File: src/sv/deq_pkg.sv
// Shared types, codes and defaults for the circular-buffer deque.
package deq_pkg;

	localparam int DEF_CAPACITY = 8;
	localparam int WORD_W       = 32;
	localparam int OCC_W        = 4;

	localparam logic [1:0] ACT_PUSH_FRONT = 2'd0;
	localparam logic [1:0] ACT_PUSH_BACK  = 2'd1;
	localparam logic [1:0] ACT_POP_FRONT  = 2'd2;
	localparam logic [1:0] ACT_POP_BACK   = 2'd3;

	localparam logic [1:0] ST_DONE  = 2'd0;
	localparam logic [1:0] ST_FULL  = 2'd1;
	localparam logic [1:0] ST_EMPTY = 2'd2;

	typedef struct packed {
		logic [1:0]               action;
		logic signed [WORD_W-1:0] push_value;
	} cmd_t;

	typedef struct packed {
		logic [1:0]               status;
		logic signed [WORD_W-1:0] popped_value;
		logic [OCC_W-1:0]         occupancy;
		logic                     is_full;
		logic                     is_empty;
	} rsp_t;

	// Everything of a result except the popped word, as held by the control stage.
	typedef struct packed {
		logic [1:0]       status;
		logic [OCC_W-1:0] occupancy;
		logic             is_full;
		logic             is_empty;
		logic             pop_ok;
	} stat_t;

endpackage

File: src/sv/deq_mem.sv
// Slot memory: one write port, one read port with registered read data.
module deq_mem #(
	parameter int CAPACITY = deq_pkg::DEF_CAPACITY,
	parameter int IW       = $clog2(CAPACITY)
) (
	input  logic                      clk,
	input  logic                      we,
	input  logic [IW-1:0]             waddr,
	input  logic [deq_pkg::WORD_W-1:0] wdata,
	input  logic                      re,
	input  logic [IW-1:0]             raddr,
	output logic [deq_pkg::WORD_W-1:0] rdata
);

	logic [deq_pkg::WORD_W-1:0] mem_q [CAPACITY];
	logic [deq_pkg::WORD_W-1:0] rdata_q;

	always_ff @(posedge clk) begin
		if (we) begin
			mem_q[waddr] <= wdata;
		end
	end

	always_ff @(posedge clk) begin
		if (re) begin
			rdata_q <= mem_q[raddr];
		end
	end

	assign rdata = rdata_q;

endmodule

File: src/sv/deq_ctrl.sv
// Index and count control: decides each operation and drives the slot memory.
module deq_ctrl #(
	parameter int CAPACITY = deq_pkg::DEF_CAPACITY,
	parameter int IW       = $clog2(CAPACITY),
	parameter int CW       = $clog2(CAPACITY + 1)
) (
	input  logic                       clk,
	input  logic                       arst_n,
	input  logic                       accept,
	input  deq_pkg::cmd_t              cmd,
	output logic                       we,
	output logic [IW-1:0]              waddr,
	output logic [deq_pkg::WORD_W-1:0] wdata,
	output logic                       re,
	output logic [IW-1:0]              raddr,
	output logic                       strobe_s1,
	output deq_pkg::stat_t             stat_s1
);

	localparam logic [IW-1:0] LAST_IDX = IW'(CAPACITY - 1);
	localparam logic [CW-1:0] FULL_CNT = CW'(CAPACITY);

	logic [IW-1:0] head_q, tail_q, head_n, tail_n;
	logic [CW-1:0] cnt_q, cnt_n;
	logic [IW-1:0] head_up, head_dn, tail_up, tail_dn;
	logic          is_push, push_ok, pop_ok;
	logic [1:0]    status_n;
	logic [CW+deq_pkg::OCC_W-1:0] occ_wide;
	deq_pkg::stat_t stat_n;

	assign head_up = (head_q == LAST_IDX) ? '0 : head_q + 1'b1;
	assign head_dn = (head_q == '0) ? LAST_IDX : head_q - 1'b1;
	assign tail_up = (tail_q == LAST_IDX) ? '0 : tail_q + 1'b1;
	assign tail_dn = (tail_q == '0) ? LAST_IDX : tail_q - 1'b1;

	assign is_push = cmd.action inside {deq_pkg::ACT_PUSH_FRONT, deq_pkg::ACT_PUSH_BACK};
	assign push_ok = is_push && (cnt_q != FULL_CNT);
	assign pop_ok  = !is_push && (cnt_q != '0);

	always_comb begin
		head_n   = head_q;
		tail_n   = tail_q;
		cnt_n    = cnt_q;
		status_n = deq_pkg::ST_DONE;
		we       = 1'b0;
		waddr    = '0;
		re       = 1'b0;
		raddr    = '0;
		if (is_push) begin
			if (!push_ok) begin
				status_n = deq_pkg::ST_FULL;
			end else begin
				we    = accept;
				cnt_n = cnt_q + 1'b1;
				if (cnt_q == '0) begin
					// empty: both ends restart at slot zero
					head_n = '0;
					tail_n = '0;
					waddr  = '0;
				end else if (cmd.action == deq_pkg::ACT_PUSH_FRONT) begin
					head_n = head_dn;
					waddr  = head_dn;
				end else begin
					tail_n = tail_up;
					waddr  = tail_up;
				end
			end
		end else begin
			if (!pop_ok) begin
				status_n = deq_pkg::ST_EMPTY;
			end else begin
				re    = accept;
				cnt_n = cnt_q - 1'b1;
				if (cmd.action == deq_pkg::ACT_POP_FRONT) begin
					raddr  = head_q;
					head_n = head_up;
				end else begin
					raddr  = tail_q;
					tail_n = tail_dn;
				end
				if (cnt_q == CW'(1)) begin
					head_n = '0;
					tail_n = '0;
				end
			end
		end
	end

	assign wdata    = cmd.push_value;
	assign occ_wide = (CW + deq_pkg::OCC_W)'(cnt_n);

	always_comb begin
		stat_n.status    = status_n;
		stat_n.occupancy = occ_wide[deq_pkg::OCC_W-1:0];
		stat_n.is_full   = (cnt_n == FULL_CNT);
		stat_n.is_empty  = (cnt_n == '0);
		stat_n.pop_ok    = pop_ok;
	end

	always_ff @(posedge clk or negedge arst_n) begin
		if (!arst_n) begin
			head_q    <= '0;
			tail_q    <= '0;
			cnt_q     <= '0;
			strobe_s1 <= 1'b0;
		end else begin
			strobe_s1 <= accept;
			if (accept) begin
				head_q <= head_n;
				tail_q <= tail_n;
				cnt_q  <= cnt_n;
			end
		end
	end

	always_ff @(posedge clk) begin
		if (accept) begin
			stat_s1 <= stat_n;
		end
	end

endmodule

File: src/sv/double_ended_queue_top.sv
// Top level of the circular-buffer deque of signed 32-bit words.
//
// A double-ended queue of CAPACITY signed words kept in a circular buffer.
// Raise start with a command on item: push front, push back, pop front or
// pop back. A command is taken at every rising edge where start is high and
// busy is low; busy stays low, so one command can be taken every cycle.
// Every command gives exactly one result beat on result, marked by
// result_strobe for one cycle, the cycle after the command was taken.
// The receiver cannot stall: sample the beat while the strobe is high.
// A push into a full deque reports status full and changes nothing; a pop
// from an empty deque reports status empty with a zero word. occupancy
// carries the low four bits of the count after the command, and is_full
// and is_empty flag the count against CAPACITY and zero.
// The result beat is registered, its word by the registered read port of the slot
// memory; the index and count registers update in the accept cycle, so the
// next command already sees them. No clearing pass is needed after reset:
// a slot is never read before it has been written.
module double_ended_queue_top #(
	parameter int CAPACITY = deq_pkg::DEF_CAPACITY
) (
	input  logic          clk,
	input  logic          arst_n,
	input  logic          start,
	output logic          busy,
	input  deq_pkg::cmd_t item,
	output logic          result_strobe,
	output deq_pkg::rsp_t result
);

	localparam int IW = $clog2(CAPACITY);
	localparam int CW = $clog2(CAPACITY + 1);

	logic                       accept;
	logic                       we, re;
	logic [IW-1:0]              waddr, raddr;
	logic [deq_pkg::WORD_W-1:0] wdata, rdata;
	deq_pkg::stat_t             stat_s1;

	// never hold commands off: memory and indices keep pace every cycle
	assign busy   = 1'b0;
	assign accept = start && !busy;

	deq_ctrl #(
		.CAPACITY (CAPACITY),
		.IW       (IW),
		.CW       (CW)
	) u_ctrl (
		.clk       (clk),
		.arst_n    (arst_n),
		.accept    (accept),
		.cmd       (item),
		.we        (we),
		.waddr     (waddr),
		.wdata     (wdata),
		.re        (re),
		.raddr     (raddr),
		.strobe_s1 (result_strobe),
		.stat_s1   (stat_s1)
	);

	deq_mem #(
		.CAPACITY (CAPACITY),
		.IW       (IW)
	) u_mem (
		.clk   (clk),
		.we    (we),
		.waddr (waddr),
		.wdata (wdata),
		.re    (re),
		.raddr (raddr),
		.rdata (rdata)
	);

	// Assemble the result beat; drop the memory word unless a pop succeeded.
	always_comb begin
		result.status       = stat_s1.status;
		result.popped_value = stat_s1.pop_ok ? $signed(rdata) : '0;
		result.occupancy    = stat_s1.occupancy;
		result.is_full      = stat_s1.is_full;
		result.is_empty     = stat_s1.is_empty;
	end

endmodule
File: config.mk
export PLATFORM = sky130hd
export DESIGN_NAME = double_ended_queue_top
export DESIGN_NICKNAME = d
export VERILOG_FILES = /design/src/sv/deq_pkg.sv /design/src/sv/deq_mem.sv /design/src/sv/deq_ctrl.sv /design/src/sv/double_ended_queue_top.sv
export SDC_FILE = /design/constraint.sdc
export NUM_CORES = 1
export LEC_CHECK = 0
export CELL_PAD_IN_SITES_DETAIL_PLACEMENT = 0
export CELL_PAD_IN_SITES_GLOBAL_PLACEMENT = 1
export CORE_ASPECT_RATIO = 0.8
export CORE_MARGIN = 2
export CORE_UTILIZATION = 41
export CTS_CLUSTER_SIZE = 20
export DETAILED_ROUTE_END_ITERATION = 8
export DONT_BUFFER_PORTS = 1
export GPL_TIMING_DRIVEN = 0
export HOLD_SLACK_MARGIN = 0.1
export PLACE_DENSITY_LB_ADDON = 0.1
export SKIP_CTS_REPAIR_TIMING = 1
export SLEW_MARGIN = 20
export SYNTH_ARGS = -nofsm -noshare
export SYNTH_HDL_FRONTEND = slang
export SYNTH_SLANG_ARGS = --single-unit
File: constraint.sdc
create_clock -name clk -period 4.45 [get_ports clk]
set_input_delay 0.6675 -clock clk [delete_from_list [all_inputs] [get_ports clk]]
set_output_delay 0.6675 -clock clk [all_outputs]
set_load 0.02 [all_outputs]
==> impl_results.md <==
* Outcome: finished, final reports clean
* Vias per cell at 5.757
* Synth Instances at 878
* Unique masters post-synth at 54
* Worst hold path cell count at 0
* Worst reg-to-reg setup slack at 1.10 ns
* Worst path top cell family by delay: simple AND/OR/NAND/NOR gates
* Kind of end point of the critical path: flip-flop
* Delay of the slowest cell on the worst path at 0.59 ns
* Post-synth design cell area at 13020 um2
* Cell type of the slowest stage on the worst timing path: sky130_fd_sc_hd__nor2_4
* Syn nets at 926
* Initial cell density of the core at 41.54%
* Placed inst area at 13930 um2
* Mean post-synth cell area at 14.83 um2
* Number of antenna violations at the first check in global routing at 0
* Maximum net fanout on the critical path at 18
* Clock Pin Slew Worst Setup and Hold Paths at 0.06 ns
* Tmin final at 3.351 ns
* First-pass detailed-route iteration total at 8
* Routing usage on met3 at 3.651%
* DR WL/cell at 24.07 um
* Maximum number of pins on one net before global-route repair at 22
* TritonCTS sink count at 308
* Global route overflow at 0
* DPL Wire Length at 20900 um
* Area growth syn-to-layout at 15.02%
* Slew at the pin closest to its max-slew limit at 0.8234 ns
* Die footprint at 33220 um2
* Number of max-cap violations at 0
* Detailed router's first-iteration violation count at 902
* Setup repair after global routing missed its margin: false
* Post-route setup TNS at 0 ns
* Worst-case reg-to-reg path depth at 9
* Count of antenna-violating nets left after detailed routing at 0
* Reg-to-reg critical path startpoint: u_ctrl.cnt_q[0]
* Global-route wire length before repair at 49610 um
* # H-tree levels at 2
* Cell leakage power at 5.372 nW
* Seq cells post-synth at 308
* Overall Global Routing Usage at 20.05%
* Worst setup path class: reg2reg
* Standard cell core area at 31350 um2
* Number of warning messages in the yosys log at 0
* Synth top area cells: sky130_fd_sc_hd__edfxtp_1 68%, sky130_fd_sc_hd__mux2i_1 5.1%, sky130_fd_sc_hd__a222oi_1 2.4%, sky130_fd_sc_hd__o211a_1 2.4%, sky130_fd_sc_hd__nand2_1 2.2%
* Share of cells above drive strength 1 at 12.41%
* Part of the cycle the worst path needs at 75.31%
* Longest Clk Path Bufs at 3
* Most used routing layer: met2
* # nets final at 976
* Critical path's most frequent cell: sky130_fd_sc_hd__inv_1
* Via total after detailed routing at 7893
* Destination of the critical timing path: u_mem.mem_q[5][10]
* CTS buffer count at 34
* Worst endpoint required time at 4.65 ns
* Highest clock frequency the design can meet at 298.4 MHz
* Maximum VDD drop at 0.2509 mV
* Met1 track demand over resource in global routing at 28.25%
* Logic depth of the worst setup path including buffers at 9
* Final std cell area, no fill at 14980 um2
* Top cell type's share of synthesized area at 68.48%
* Height of the die at 163.4 um
* Async S/R FF share, synth at 3.571%
* Fraction of the core area covered by cells at the end of the flow at 47.78%
* Slew Limit Headroom at 44.98%
* Core Rows at 58
* CP Buf/Inv Count at 4
* Sequence of cells on the critical path: clkbuf_1 > inv_1 > ha_1 > nor2b_1 > nor2_1 > and2_1 > inv_1 > nor2_4 > buf_12
* Critical path data arrival time at 3.56 ns
* Count of flip-flops with a built-in enable after synthesis at 297
* Prevailing post-synth register cell: sky130_fd_sc_hd__edfxtp_1
* Sequential share of the synthesized area at 70.59%
* Library cell occupying the most area in the post-synthesis netlist: sky130_fd_sc_hd__edfxtp_1
* Clk Latency, worst-skew pair at 0.51 ns
* Width of the die at 203.3 um
* PwrDens at 601.5 nW/um2
* Final Wtd Congestion at 0.7777
* Final hold violation count at 0
* Critical R2R Capture: u_mem.mem_q[5][10]
* PortBufs at 0
* Wire length after detailed routing at 33000 um
* Worst min-delay path class: in2reg
* Top Ports at 79
* Antenna diode count at 0
* Final Slew Violations at 0
* Clock root buffer: sky130_fd_sc_hd__clkbuf_16
* Final Setup Violations at 0
* Remaining DRCs at 0
* Vias in the first global route at 7944
* Startpoint kind of the worst setup timing path: flip-flop
* Worst Skew at 0.009862 ns
* Met2 Usage GRT at 32.27%
* Clock tree from TritonCTS: yes
* Critical Path Start: u_ctrl.cnt_q[0]
## final cells by class
cell class                 instances  area, um2
multi-input combinational        490       3448
inverter                          13      48.80
buffer                            67      381.6
sequential                       308       9194
fill                            2703      16370
timing repair buffer              14      345.3
clock buffer                      45      902.1
tap                              420      525.5
clock inverter                    14      133.9
## synth_stat cells (2+ instances only)
cell and number:
sky130_fd_sc_hd__edfxtp_1 297, sky130_fd_sc_hd__nand2_1 77, sky130_fd_sc_hd__mux2i_1 67, sky130_fd_sc_hd__o21ai_0 43
sky130_fd_sc_hd__and2_1 37, sky130_fd_sc_hd__and3_1 37, sky130_fd_sc_hd__a31oi_1 32, sky130_fd_sc_hd__a222oi_1 31
sky130_fd_sc_hd__nand4_1 31, sky130_fd_sc_hd__o211a_1 31, sky130_fd_sc_hd__clkbuf_1 26, sky130_fd_sc_hd__nor2_1 21
sky130_fd_sc_hd__buf_2 20, sky130_fd_sc_hd__buf_4 14, sky130_fd_sc_hd__a21oi_1 12, sky130_fd_sc_hd__inv_1 12
sky130_fd_sc_hd__dfrtp_1 11, sky130_fd_sc_hd__ha_1 11, sky130_fd_sc_hd__buf_6 7, sky130_fd_sc_hd__nor2b_1 7
sky130_fd_sc_hd__nand2b_1 4, sky130_fd_sc_hd__nor3b_1 4, sky130_fd_sc_hd__mux2_2 3, sky130_fd_sc_hd__nor3_1 3
sky130_fd_sc_hd__o31ai_1 3, sky130_fd_sc_hd__xnor2_1 3, sky130_fd_sc_hd__a211oi_1 2, sky130_fd_sc_hd__a21o_1 2
sky130_fd_sc_hd__a22oi_1 2, sky130_fd_sc_hd__nand3_1 2, sky130_fd_sc_hd__o21a_1 2, sky130_fd_sc_hd__o21ai_1 2
## metrics by stage
step / setup slack [ns] / power [W] / hold WS [ns] / cells
2_1_floorplan: 1.056 / 0.005553 / 0.3719 / 878
3_5_place_dp: 1.072 / 0.006404 / 0.3723 / 1311
4_1_cts: 1.079 / 0.009079 / -0.1695 / 1370
6_report: 1.099 / 0.009010 / 0.1871 / 1371
5_1_grt: 0.8810 / 0.009446 / 0.1689 / 1371
3_3_place_gp: -0.9961 / 0.006284 / 0.3722 / 1298
## routing by layer
metal  share of wire [%]  vias to the layer above
met5                   0                        -
met4                 2.0                        0
met3                 5.6                       50
met2                  46                      264
met1                  46                     4014
li1                    -                     3565
## how the worst min path moves through the flow
stage           start               end  slack (ns)
2_1_floorplan  arst_n   u_ctrl.cnt_q[0]        0.37
3_3_place_gp   arst_n  u_ctrl.strobe_s1        0.37
3_5_place_dp   arst_n  u_ctrl.strobe_s1        0.37
4_1_cts        arst_n   u_ctrl.cnt_q[1]       -0.17
5_1_grt         start  u_ctrl.strobe_s1        0.17
6_report        start  u_ctrl.strobe_s1        0.19
## cell families after synthesis
logic type / synth area share [%]
compound gates: 10.07
xor+xnor: 0.2018
simple gates: 9.338
mux: 5.409
buf+inv: 3.305
fa+ha+maj: 1.057
other cells: 0.02879
flops: 70.59
## power by group
| part | leakage, nW | internal [W] | switching, W |
|---|---|---|---|
| logic | 2.03 | 0.000958 | 0.00170 |
| clock network | 0.508 | 0.00155 | 0.00111 |
| registers | 2.84 | 0.00358 | 0.000121 |
| total | 5.37 | 0.00608 | 0.00292 |
## flip-flops by register name, indices dropped and copies added, names as in the netlist
name              flops
u_ctrl.tail_q         3
u_ctrl.cnt_q          4
u_ctrl.stat_s1        9
u_mem.rdata          32
u_mem.mem_q         256
u_ctrl.strobe_s1      1
u_ctrl.head_q         3
## cells in the final DEF (no fill, tap or decap), drive strengths merged, types with 3 or more instances in the layout
cell type	instances
nor3b	4
a222oi	31
nor2	21
a31oi	32
nor3	3
ha	11
edfxtp	297
o211a	31
mux2	3
a21oi	12
nand2b	4
o21ai	45
buf	54
o31ai	4
mux2i	67
xnor2	3
and3	37
clkinv	10
inv	15
and2	37
nor2b	7
dfrtp	11
clkbuf	71
nand2	78
nand4	31
## worst reg2reg max path: stages, from the launching register on
cell and delay [ns]:
sky130_fd_sc_hd__dfrtp_1 0.39, sky130_fd_sc_hd__clkbuf_1 0.31, sky130_fd_sc_hd__inv_1 0.17, sky130_fd_sc_hd__ha_1 0.31
sky130_fd_sc_hd__nor2b_1 0.21, sky130_fd_sc_hd__nor2_1 0.18, sky130_fd_sc_hd__and2_1 0.37, sky130_fd_sc_hd__inv_1 0.23
sky130_fd_sc_hd__nor2_4 0.59, sky130_fd_sc_hd__buf_12 0.28
Note: power is estimated with default switching activity, not from simulation.
